==> src/design/pta_pkg.sv <==
// Shared types and constants of the primitive topology assembler.
// No dependencies; every other file of the block imports this package.
package pta_pkg;

  localparam int unsigned INDEX_BITS  = 32;
  localparam int unsigned QUEUE_DEPTH = 4;
  localparam int unsigned QPTR_BITS   = $clog2(QUEUE_DEPTH);
  localparam int unsigned QCNT_BITS   = $clog2(QUEUE_DEPTH + 1);

  // primitive_mode codes
  localparam logic [2:0] MODE_POINTS = 3'd0;
  localparam logic [2:0] MODE_LINES  = 3'd1;
  localparam logic [2:0] MODE_TRIS   = 3'd2;
  localparam logic [2:0] MODE_STRIP  = 3'd3;
  localparam logic [2:0] MODE_LOOP   = 3'd4;
  localparam logic [2:0] MODE_TSTRIP = 3'd5;
  localparam logic [2:0] MODE_FAN    = 3'd6;
  localparam logic [2:0] MODE_RESET  = MODE_TRIS;

  // status codes
  localparam logic [1:0] ST_OK       = 2'd0;
  localparam logic [1:0] ST_COUNT    = 2'd1;
  localparam logic [1:0] ST_BAD_MODE = 2'd2;

  // register indexes
  localparam logic REG_MODE = 1'b0;

  typedef logic [INDEX_BITS-1:0] index_t;

  typedef struct packed {
    index_t     a;
    index_t     b;
    index_t     c;
    logic [1:0] n;
    logic       last;
    logic [1:0] status;
  } result_t;

  // One queue entry: all results caused by one input item.
  typedef struct packed {
    result_t r0;
    result_t r1;
    logic    pair;
  } entry_t;

  typedef struct packed {
    logic   push;
    entry_t entry;
  } push_t;

endpackage

==> src/design/primitive_topology_assembler_top.sv <==
// Top level of the primitive topology assembler: register port, front, queue, back.
// Depends on pta_pkg, pta_front, pta_fifo and pta_back.
//
//   channel   signals                                 direction
//   --------  --------------------------------------  ---------
//   in        in_valid_i/in_ready_o, index + end      input
//   out       out_valid_o/out_ready_i, face + status  output
//   cfg       APB psel/penable/pwrite/paddr/pwdata    input
//
// Flow: one index transfer per cycle unless the queue is full; each result
// leaves through a registered output that is loaded from the queue head.
// A closed line loop yields two results, so its entry stays at the queue
// head until both are loaded. Reset: mode returns to triangles, list state clears.
// Stalls: a four-entry queue absorbs output stalls; input ready drops only
// when the queue is full.
module primitive_topology_assembler_top (
  input  logic        clk_i,
  input  logic        rst_ni,
  // input channel
  input  logic        in_valid_i,
  output logic        in_ready_o,
  input  logic [31:0] vertex_index_i,
  input  logic        end_of_list_i,
  // output channel
  output logic        out_valid_o,
  input  logic        out_ready_i,
  output logic [31:0] vertex_a_o,
  output logic [31:0] vertex_b_o,
  output logic [31:0] vertex_c_o,
  output logic [1:0]  vertices_in_face_o,
  output logic        last_result_o,
  output logic [1:0]  status_o,
  // configuration port
  input  logic        psel,
  input  logic        penable,
  input  logic        pwrite,
  input  logic [2:0]  paddr,
  input  logic [31:0] pwdata,
  output logic [31:0] prdata,
  output logic        pready
);
  import pta_pkg::*;

  logic [2:0] mode_q;
  logic       cfg_wr;
  push_t      push;
  logic       full, empty, pop;
  entry_t     head;
  result_t    res;

  // Register file: a single mode register at byte address zero.
  assign pready = 1'b1;
  assign cfg_wr = psel && penable && pwrite && pready;
  assign prdata = (paddr[2] == REG_MODE) ? {29'd0, mode_q} : 32'd0;

  always_ff @(posedge clk_i or negedge rst_ni) begin
    if (!rst_ni) begin
      mode_q <= MODE_RESET;
    end else if (cfg_wr && paddr[2] == REG_MODE) begin
      mode_q <= pwdata[2:0];
    end
  end

  // Front: classify each index under the current mode.
  pta_front u_front (
    .clk_i      (clk_i),
    .rst_ni     (rst_ni),
    .mode_i     (mode_q),
    .in_valid_i (in_valid_i),
    .in_ready_o (in_ready_o),
    .vertex_i   (vertex_index_i[INDEX_BITS-1:0]),
    .end_i      (end_of_list_i),
    .full_i     (full),
    .push_o     (push)
  );

  // Queue: hold entries so front and back stall independently.
  pta_fifo u_fifo (
    .clk_i   (clk_i),
    .rst_ni  (rst_ni),
    .push_i  (push),
    .pop_i   (pop),
    .full_o  (full),
    .empty_o (empty),
    .head_o  (head)
  );

  // Back: advance through results one transfer at a time.
  pta_back u_back (
    .clk_i       (clk_i),
    .rst_ni      (rst_ni),
    .empty_i     (empty),
    .head_i      (head),
    .pop_o       (pop),
    .out_valid_o (out_valid_o),
    .out_ready_i (out_ready_i),
    .out_o       (res)
  );

  // Zero-extend stored indices to the port width.
  assign vertex_a_o         = 32'(res.a);
  assign vertex_b_o         = 32'(res.b);
  assign vertex_c_o         = 32'(res.c);
  assign vertices_in_face_o = res.n;
  assign last_result_o      = res.last;
  assign status_o           = res.status;

endmodule

==> src/design/pta_front.sv <==
// Front part: accepts vertex indices, tracks list state and builds face entries.
// Depends on pta_pkg.
module pta_front (
  input  logic                clk_i,
  input  logic                rst_ni,
  input  logic [2:0]          mode_i,
  input  logic                in_valid_i,
  output logic                in_ready_o,
  input  pta_pkg::index_t     vertex_i,
  input  logic                end_i,
  input  logic                full_i,
  output pta_pkg::push_t      push_o
);
  import pta_pkg::*;

  index_t     first_q, first_d, older_q, older_d, newer_q, newer_d;
  logic [1:0] seen_q, seen_d, phase_q, phase_d;
  logic       wind_q, wind_d;
  logic       accept;
  index_t     first;
  result_t    r0, r1;
  logic [1:0] cnt;
  logic       err;
  logic [1:0] st;

  assign in_ready_o = !full_i;
  assign accept     = in_valid_i && in_ready_o;
  assign first      = (seen_q == 2'd0) ? vertex_i : first_q;

  always_comb begin
    r0      = '0;
    r1      = '0;
    cnt     = 2'd0;
    err     = 1'b0;
    st      = ST_OK;
    phase_d = 2'd0;
    wind_d  = wind_q;
    unique case (mode_i)
      MODE_POINTS: begin
        r0  = '{a: vertex_i, b: '0, c: '0, n: 2'd1, last: 1'b0, status: ST_OK};
        cnt = 2'd1;
      end
      MODE_LINES: begin
        if (phase_q[0]) begin
          r0  = '{a: newer_q, b: vertex_i, c: '0, n: 2'd2, last: 1'b0, status: ST_OK};
          cnt = 2'd1;
        end else begin
          phase_d = 2'd1;
          err     = end_i;
          st      = ST_COUNT;
        end
      end
      MODE_TRIS: begin
        if (phase_q >= 2'd2) begin
          r0  = '{a: older_q, b: newer_q, c: vertex_i, n: 2'd3, last: 1'b0,
                  status: ST_OK};
          cnt = 2'd1;
        end else begin
          phase_d = 2'(phase_q + 2'd1);
          err     = end_i;
          st      = ST_COUNT;
        end
      end
      MODE_STRIP, MODE_LOOP: begin
        if (seen_q >= 2'd1) begin
          r0  = '{a: newer_q, b: vertex_i, c: '0, n: 2'd2, last: 1'b0, status: ST_OK};
          cnt = 2'd1;
          if (end_i && mode_i == MODE_LOOP) begin
            // close the loop back to the first index
            r1  = '{a: vertex_i, b: first, c: '0, n: 2'd2, last: 1'b0, status: ST_OK};
            cnt = 2'd2;
          end
        end else begin
          err = end_i;
          st  = ST_COUNT;
        end
      end
      MODE_TSTRIP: begin
        if (seen_q >= 2'd2) begin
          if (wind_q) begin
            r0 = '{a: older_q, b: newer_q, c: vertex_i, n: 2'd3, last: 1'b0,
                   status: ST_OK};
          end else begin
            r0 = '{a: older_q, b: vertex_i, c: newer_q, n: 2'd3, last: 1'b0,
                   status: ST_OK};
          end
          cnt    = 2'd1;
          wind_d = !wind_q;
        end else begin
          err = end_i;
          st  = ST_COUNT;
        end
      end
      MODE_FAN: begin
        if (seen_q >= 2'd2) begin
          r0  = '{a: first, b: newer_q, c: vertex_i, n: 2'd3, last: 1'b0, status: ST_OK};
          cnt = 2'd1;
        end else begin
          err = end_i;
          st  = ST_COUNT;
        end
      end
      default: begin
        err = end_i;
        st  = ST_BAD_MODE;
      end
    endcase

    // errors only arise where no face was built
    if (end_i) begin
      if (err) begin
        r0  = '{a: '0, b: '0, c: '0, n: 2'd0, last: 1'b1, status: st};
        cnt = 2'd1;
      end else if (cnt == 2'd2) begin
        r1.last = 1'b1;
      end else begin
        r0.last = 1'b1;
      end
    end

    if (end_i) begin
      first_d = '0;
      older_d = '0;
      newer_d = '0;
      seen_d  = 2'd0;
      phase_d = 2'd0;
      wind_d  = 1'b1;
    end else begin
      first_d = first;
      older_d = newer_q;
      newer_d = vertex_i;
      seen_d  = (seen_q == 2'd3) ? seen_q : 2'(seen_q + 2'd1);
    end
  end

  assign push_o.push        = accept && (cnt != 2'd0);
  assign push_o.entry.r0    = r0;
  assign push_o.entry.r1    = r1;
  assign push_o.entry.pair  = (cnt == 2'd2);

  always_ff @(posedge clk_i or negedge rst_ni) begin
    if (!rst_ni) begin
      first_q <= '0;
      older_q <= '0;
      newer_q <= '0;
      seen_q  <= 2'd0;
      phase_q <= 2'd0;
      wind_q  <= 1'b1;
    end else if (accept) begin
      first_q <= first_d;
      older_q <= older_d;
      newer_q <= newer_d;
      seen_q  <= seen_d;
      phase_q <= phase_d;
      wind_q  <= wind_d;
    end
  end

endmodule

==> src/design/pta_fifo.sv <==
// Short entry queue between the front and back parts.
// Depends on pta_pkg.
module pta_fifo (
  input  logic            clk_i,
  input  logic            rst_ni,
  input  pta_pkg::push_t  push_i,
  input  logic            pop_i,
  output logic            full_o,
  output logic            empty_o,
  output pta_pkg::entry_t head_o
);
  import pta_pkg::*;

  entry_t               mem_q [QUEUE_DEPTH];
  logic [QPTR_BITS-1:0] wr_ptr_q, rd_ptr_q;
  logic [QCNT_BITS-1:0] count_q;

  assign full_o  = (count_q == QCNT_BITS'(QUEUE_DEPTH));
  assign empty_o = (count_q == '0);
  assign head_o  = mem_q[rd_ptr_q];

  always_ff @(posedge clk_i) begin
    if (push_i.push) begin
      mem_q[wr_ptr_q] <= push_i.entry;
    end
  end

  always_ff @(posedge clk_i or negedge rst_ni) begin
    if (!rst_ni) begin
      wr_ptr_q <= '0;
      rd_ptr_q <= '0;
      count_q  <= '0;
    end else begin
      if (push_i.push) begin
        wr_ptr_q <= QPTR_BITS'(wr_ptr_q + 1'b1);
      end
      if (pop_i) begin
        rd_ptr_q <= QPTR_BITS'(rd_ptr_q + 1'b1);
      end
      if (push_i.push && !pop_i) begin
        count_q <= QCNT_BITS'(count_q + 1'b1);
      end else if (pop_i && !push_i.push) begin
        count_q <= QCNT_BITS'(count_q - 1'b1);
      end
    end
  end

endmodule

==> src/design/pta_back.sv <==
// Back part: drains queue entries and presents one result per transfer.
// Depends on pta_pkg.
module pta_back (
  input  logic             clk_i,
  input  logic             rst_ni,
  input  logic             empty_i,
  input  pta_pkg::entry_t  head_i,
  output logic             pop_o,
  output logic             out_valid_o,
  input  logic             out_ready_i,
  output pta_pkg::result_t out_o
);
  import pta_pkg::*;

  logic    valid_q;
  logic    sel_q;
  result_t out_q;
  logic    load;
  logic    second;

  assign load        = !valid_q || out_ready_i;
  assign second      = head_i.pair && !sel_q;
  assign pop_o       = load && !empty_i && !second;
  assign out_valid_o = valid_q;
  assign out_o       = out_q;

  always_ff @(posedge clk_i) begin
    if (load && !empty_i) begin
      out_q <= sel_q ? head_i.r1 : head_i.r0;
    end
  end

  always_ff @(posedge clk_i or negedge rst_ni) begin
    if (!rst_ni) begin
      valid_q <= 1'b0;
      sel_q   <= 1'b0;
    end else if (load) begin
      valid_q <= !empty_i;
      if (!empty_i) begin
        sel_q <= second;
      end
    end
  end

endmodule

==> config.mk <==
export PLATFORM = sky130hd
export DESIGN_NAME = primitive_topology_assembler_top
export DESIGN_NICKNAME = d
export VERILOG_FILES = /design/src/design/pta_pkg.sv /design/src/design/primitive_topology_assembler_top.sv /design/src/design/pta_front.sv /design/src/design/pta_fifo.sv /design/src/design/pta_back.sv
export SDC_FILE = /design/constraint.sdc
export NUM_CORES = 1
export LEC_CHECK = 0
export BUFFER_PORTS_ARGS = -buffer_cell sky130_fd_sc_hd__clkbuf_2
export CORE_ASPECT_RATIO = 1.4
export CORE_MARGIN = 8
export CORE_UTILIZATION = 45
export DETAILED_ROUTE_END_ITERATION = 7
export PLACE_DENSITY = 0.64
export SYNTH_ARGS = -nofsm -noshare
export SYNTH_HDL_FRONTEND = slang
export SYNTH_SLANG_ARGS = --single-unit
==> constraint.sdc <==
create_clock -name clk_i -period 7.1 [get_ports clk_i]
set_input_delay 0.71 -clock clk_i [delete_from_list [all_inputs] [get_ports clk_i]]
set_output_delay 0.71 -clock clk_i [all_outputs]
set_load 0.02 [all_outputs]
# Word-level counts from Yosys, hierarchy flattened
# Memory sizes are Yosys's and may differ from the RTL's.
# Index checks and enable logic that the tools add are counted.
[totals]
ff_bits = 214
ramBits = 812
in_bits = 75
out_inout_bits = 136
wordCells = 127
memories = 1
[mem_list]
columns = ["memory", "depth", "width", "rd", "rd_clocked_by_memory_dff", "wr", "line", "rtl"]
rows = [
  ["u_fifo.mem_q", 4, 203, 1, 0, 1, "pta_fifo.sv:14", "entry_t mem_q [QUEUE_DEPTH];"],
]
[op_classes]
add_sub_neg = 6
magnitude_cmp = 3
eq_ne = 11
muxes = 54
bitwise = 2
reduce_logical = 32
[ops]
columns = ["op", "count"]
rows = [
  ["$mux W101", 10],
  ["$pmux W101 S6", 1],
  ["$mux W32", 4],
  ["$mux W98", 1],
  ["$mux W69", 1],
  ["$mux W1", 21],
  ["$pmux W2 S5", 2],
  ["$mux W2", 9],
  ["$eq A3 B3 Y1 const B", 4],
  ["$logic_and A1 B1 Y1", 11],
  ["$mux W3", 3],
  ["$add A2 B1 Y2 const B", 4],
  ["$logic_not A1 Y1", 8],
  ["$reduce_bool A2 Y1", 4],
  ["$eq A2 B2 Y1 const B", 3],
  ["$eq A3 B2 Y1 const B", 2],
  ["$logic_not A3 Y1", 2],
  ["$pmux W1 S5", 1],
  ["$ge A2 B2 Y1 const B", 2],
  ["$pmux W2 S2", 1],
  ["$reduce_and A2 Y1", 2],
  ["$reduce_or A2 Y1", 2],
  ["$add A3 B1 Y3 const B", 1],
  ["$eq A3 B1 Y1 const B", 1],
  ["7 further kinds", 8],
]

# Longest topological paths before layout
[depth]
word_depth = 13
mapped_depth = 13
depth_no_buf = 12

# Modules after synthesis
# A second synthesis with hierarchy kept.
[hier_totals]
cells_unflattened = 2189
area_unflattened_um2 = 41098.2
[modules_own_cells]
columns = ["mod", "instances", "cells_each", "area_per_inst_um2", "seq_area_each_um2"]
rows = [
  ["pta_fifo", 1, 1095, 29776.1, 24558.6],
  ["pta_front", 1, 830, 6555.0, 2528.7],
  ["pta_back", 1, 222, 4362.9, 3083.0],
  ["primitive_topology_assembler_top", 1, 42, 404.1, 76.3],
]

# Worst setup path before layout
# OpenSTA, ideal clock, no wires.
[synth_path]
path_kind = "input-to-reg"
start = "input port out_ready_i"
end = "register u_fifo.count_q[1]"
setup_time_ns = 0.125
arrival_ns = 7.235
required_ns = 6.975
setup_slack_ns = -0.259
path_stages = 8
n_path_buf = 0
path_cell_list = "inv_1 -> a21oi_1 -> a21boi_0 -> inv_1 -> ha_1 -> inv_1 -> fa_1 -> mux2_2"
[synth_between]
elab_chain_cells = 6
word_cells_on_any_way = 8
cone_classes = "mux: 1; reduce/logical: 7"
[synth_lines]
columns = ["item", "line", "rtl"]
rows = [
  ["start, declared", "primitive_topology_assembler_top.sv:26", "input logic out_ready_i,"],
  ["$logic_or A1 B1 Y1 (*)", "pta_back.sv:21", "assign load = !valid_q || out_ready_i;"],
  ["$logic_and A1 B1 Y1 (*) (2 in a row)", "pta_back.sv:23", "assign pop_o = load && !empty_i && !second;"],
  ["$logic_not A1 Y1", "pta_fifo.sv:40", "if (push_i.push && !pop_i) begin"],
  ["$logic_and A1 B1 Y1", "pta_fifo.sv:40", ""],
  ["$mux W3 or $reduce_bool A2 Y1 (tied branches)", "-", ""],
  ["end signal, assigned", "pta_fifo.sv:41", "count_q <= QCNT_BITS'(count_q + 1'b1);"],
  ["end signal, assigned", "pta_fifo.sv:43", "count_q <= QCNT_BITS'(count_q - 1'b1);"],
  ["end, declared", "pta_fifo.sv:16", "logic [QCNT_BITS-1:0] count_q;"],
]
# Mark *: on every way between the ends. The rest lies on a longest branch, timed or not.
# A chain may end at the register's enable or synchronous reset.

==> results.md <==
- Unique masters post-synth: 54
- Tcrit/Tclk final: 62.8%
- Vias in the first global route: 20000
- P per Cell Area: 428 nW/um^2
- Internal power: 0.0116 W
- Worst slew margin: 22.7%
- Initial DRC Count: 1865
- TritonCTS clock tree: built
- CP Capture Type: register
- Fraction of layout cells with a size suffix above 1: 21.8%
- PostCTS Resize Cnt: 0
- CTS clk-pin slew, worst paths: 0.06 ns
- Final min period: 4.46 ns
- GPL Wtd Cong: 0.801
- Hold slack: 0.0764 ns
- WP data arrival: 4.72 ns
- Met2 Resource Use GR: 32.8%
- Top_reg_cell synth: edfxtp_1
- Hold Crit Class: primary input to asynchronous set/reset pin
- Final clock skew: 0.0282 ns
- Comb pwr share: 28.1%
- Post-CTS setup buffers: 0
- Leakage: 14.4 nW
- H-tree levels: 3
- Most numerous cell on the critical path: buf_4
- Avg Cell Area, Syn: 16.6 sq um
- Area Overhead vs Synth: 12.8%
- Row cnt: 122
- RSZ-0062 raised after global routing: false
- Crit Path Max Fanout: 71
- Detail Route Antenna Nets: 0
- Critical path required time: 7.36 ns
- Via/cell ratio: 5.67
- Core area: 78600 sq um
- Finish-stage setup viols: 0
- Via count: 19200
- Bufs on Longest Clock Path: 3
- Clk Latency, worst-skew pair: 0.64 ns
- Crit path kind: register to register
- Clock sink total: 886
- CP top delay family: buffers and inverters
- Total track usage: 19.5%
- Met1 Usage GRT: 24.2%
- Maximum vdd drop: 0.248 mV
- First-pass GRT wire length: 129000 um
- I/O pin count: 211
- Worst-Margin Slew: 1.16 ns
- Max incr delay on CP: 0.90 ns
- Max Slew Vio Count: 0
- GR peak layer: met2
- Hold Vio Cnt, Final: 0
- Register area share after synthesis: 73.4%
- Fin nets: 2346
- Filler cells: 6314
- Reg-to-reg slack, setup: 2.64 ns
- I/O Buffers: 149
- Die Ht: 348 um
- Post-route setup TNS: 0 ns
- Num CTS Buffers: 83
- M3 GR Usage: 2.66%
- Fmax: 224 MHz
- Final core occ: 50.9%
- Mapped Area: 35500 sq um
- Drt first pass iters: 7
- Sw Pwr: 0.00552 W
- Clock network fraction of total power: 26.8%
- Startpoint types: register
- Post-CTS Hold Buffers: 0
- Die area: 88200 sq um
- Initial antenna violation count: 1
- Crit path cell chain: inv_1, ha_2, buf_4, nand2b_1, a211oi_1, o31ai_2, a31oi_4, and2_4, buf_4
- Synth warnings: 0
- Buffers & Inverters on Critical Path: 3
- Die width: 253 um
- # diodes: 0
- Drt drc: 0
- CP Depth: 9
- Sequential Power Share: 45.0%
- Worst r2r path cells: 9
- Slowest CP cell: and2_4
- Status: completed
- Root Driver: clkbuf_16
- Maxcap violations: 0
- Largest net degree at the start of global routing: 106
- Post-Synthesis Cells: 2137
- Net Sw Frac: 32.2%
- Starting density of the core: 45.1%
- DR WL/cell: 25.5 um
- FF+latch count, synth: 886
- Post-synth ARST share: 12.8%
- Hpwl dp: 50100 um
- Final wirelength: 86400 um
- GRT overflow: 0
- Post-synth EDFFs: 773
==> cell usage after synthesis, types with 3 or more instances <==
| library cell | instances | area (sq um) |
|---|---|---|
| and3_1 | 50 | 313 |
| a22o_1 | 64 | 561 |
| inv_1 | 16 | 60.1 |
| nor2_1 | 27 | 101 |
| a222oi_1 | 32 | 320 |
| dfrtp_1 | 111 | 2780 |
| xor2_1 | 3 | 26.3 |
| clkbuf_1 | 85 | 319 |
| ha_1 | 8 | 100 |
| mux2_2 | 4 | 45.0 |
| buf_6 | 3 | 33.8 |
| o21ai_0 | 101 | 505 |
| a31oi_1 | 19 | 119 |
| buf_4 | 30 | 225 |
| nor2b_1 | 36 | 225 |
| buf_1 | 17 | 63.8 |
| o22ai_1 | 3 | 18.8 |
| nor3_1 | 3 | 15.0 |
| buf_2 | 33 | 165 |
| o21ai_1 | 3 | 15.0 |
| mux4_2 | 168 | 3780 |
| nand2_1 | 429 | 1610 |
| nand3_1 | 5 | 25.0 |
| edfxtp_1 | 773 | 23200 |
| nand2b_1 | 4 | 25.0 |
| a21oi_1 | 35 | 175 |
| xnor2_1 | 3 | 26.3 |
| and2_1 | 40 | 250 |
==> metrics by stage <==
| step | instances | instance area (sq um) | power [W] | setup WS [ns] |
|---|---|---|---|---|
| CTS | 3387 | 40000 | 0.0174 | 2.62 |
| floorplan | 2165 | 35600 | 0.0111 | 0.979 |
| detailed placement | 3231 | 37200 | 0.0128 | 2.65 |
| global route | 3387 | 40000 | 0.0179 | 2.33 |
| finish | 3387 | 40000 | 0.0171 | 2.64 |
| global placement | 3231 | 37200 | 0.0126 | 2.72 |
==> worst paths after layout <==
path | startpoint | endpoint
worst min register to register | u_front.older_q[24] | u_front.older_q[24]
max in group asynchronous | rst_ni | u_fifo.rd_ptr_q[1]
min in group clk_i | out_ready_i | u_back.out_valid_o
worst min-delay path | rst_ni | mode_q[0]
worst max-delay path | u_front.seen_q[1] | u_fifo.mem_q[0][143]
worst max register to register | u_front.seen_q[1] | u_fifo.mem_q[0][143]
==> routing by layer <==
layer  vias up  wire length (um)
li1       8415                 -
met1      9868             33300
met2       755             43100
met3       180              5130
met4         0              4850
met5         -                 0
==> cell families after synthesis <==
kind of cell / Yosys count / synth area share [%]
other: 2 / 0.0212
adders and majority gates: 9 / 0.339
buffers and inverters: 184 / 2.45
muxes: 173 / 10.8
AOI/OAI and AO/OA: 269 / 5.18
xor gates and xnor gates: 6 / 0.148
DFF: 886 / 73.4
and+or+nand+nor: 608 / 7.60
==> power by group through the flow <==
stage          combinational, W  clock, W  sequential, W
2_1_floorplan           0.00303         0        0.00807
3_3_place_gp            0.00488         0        0.00777
3_5_place_dp            0.00495         0        0.00784
4_1_cts                 0.00497   0.00470        0.00773
5_1_grt                 0.00524   0.00486        0.00784
6_report                0.00482   0.00460        0.00772
==> flip-flops by register name, summed over array words and instances (netlist names) <==
name	cells
u_fifo.mem_q	672
u_back.out_o	101
u_front.first_q	32
u_front.newer_q	32
u_front.older_q	32
mode_q	3
u_fifo.count_q	3
u_fifo.rd_ptr_q	2
u_fifo.wr_ptr_q	2
u_front.phase_q	2
u_front.seen_q	2
u_back.out_valid_o	1
u_back.sel_q	1
u_front.wind_q	1
==> final cells by class <==
cell class	count	area, sq um	share of cell area (%)
clock buffers	106	2260	5.66
clock inverters	50	562	1.40
inverters	16	61.3	0.153
multi-input cells	1095	8720	21.8
flip-flops and latches	886	26100	65.1
well taps	1054	1320	3.30
repair buffers	180	1030	2.58
==> placed cells by master, fill, tap and decap left out, drive strengths merged, types with 3 or more instances in the layout <==
cell	instances
edfxtp	773
nand2	429
clkbuf	254
mux4	168
dfrtp	111
o21ai	104
a22o	64
and3	50
and2	40
nor2b	36
a21oi	35
a222oi	32
buf	32
clkinv	32
conb	30
nor2	27
inv	21
a31oi	20
bufinv	11
ha	8
nand3	5
mux2	5
nand2b	4
or3b	4
xor2	3
xnor2	3
nor3	3
o22ai	3
Power figures use the tool's default switching activity.
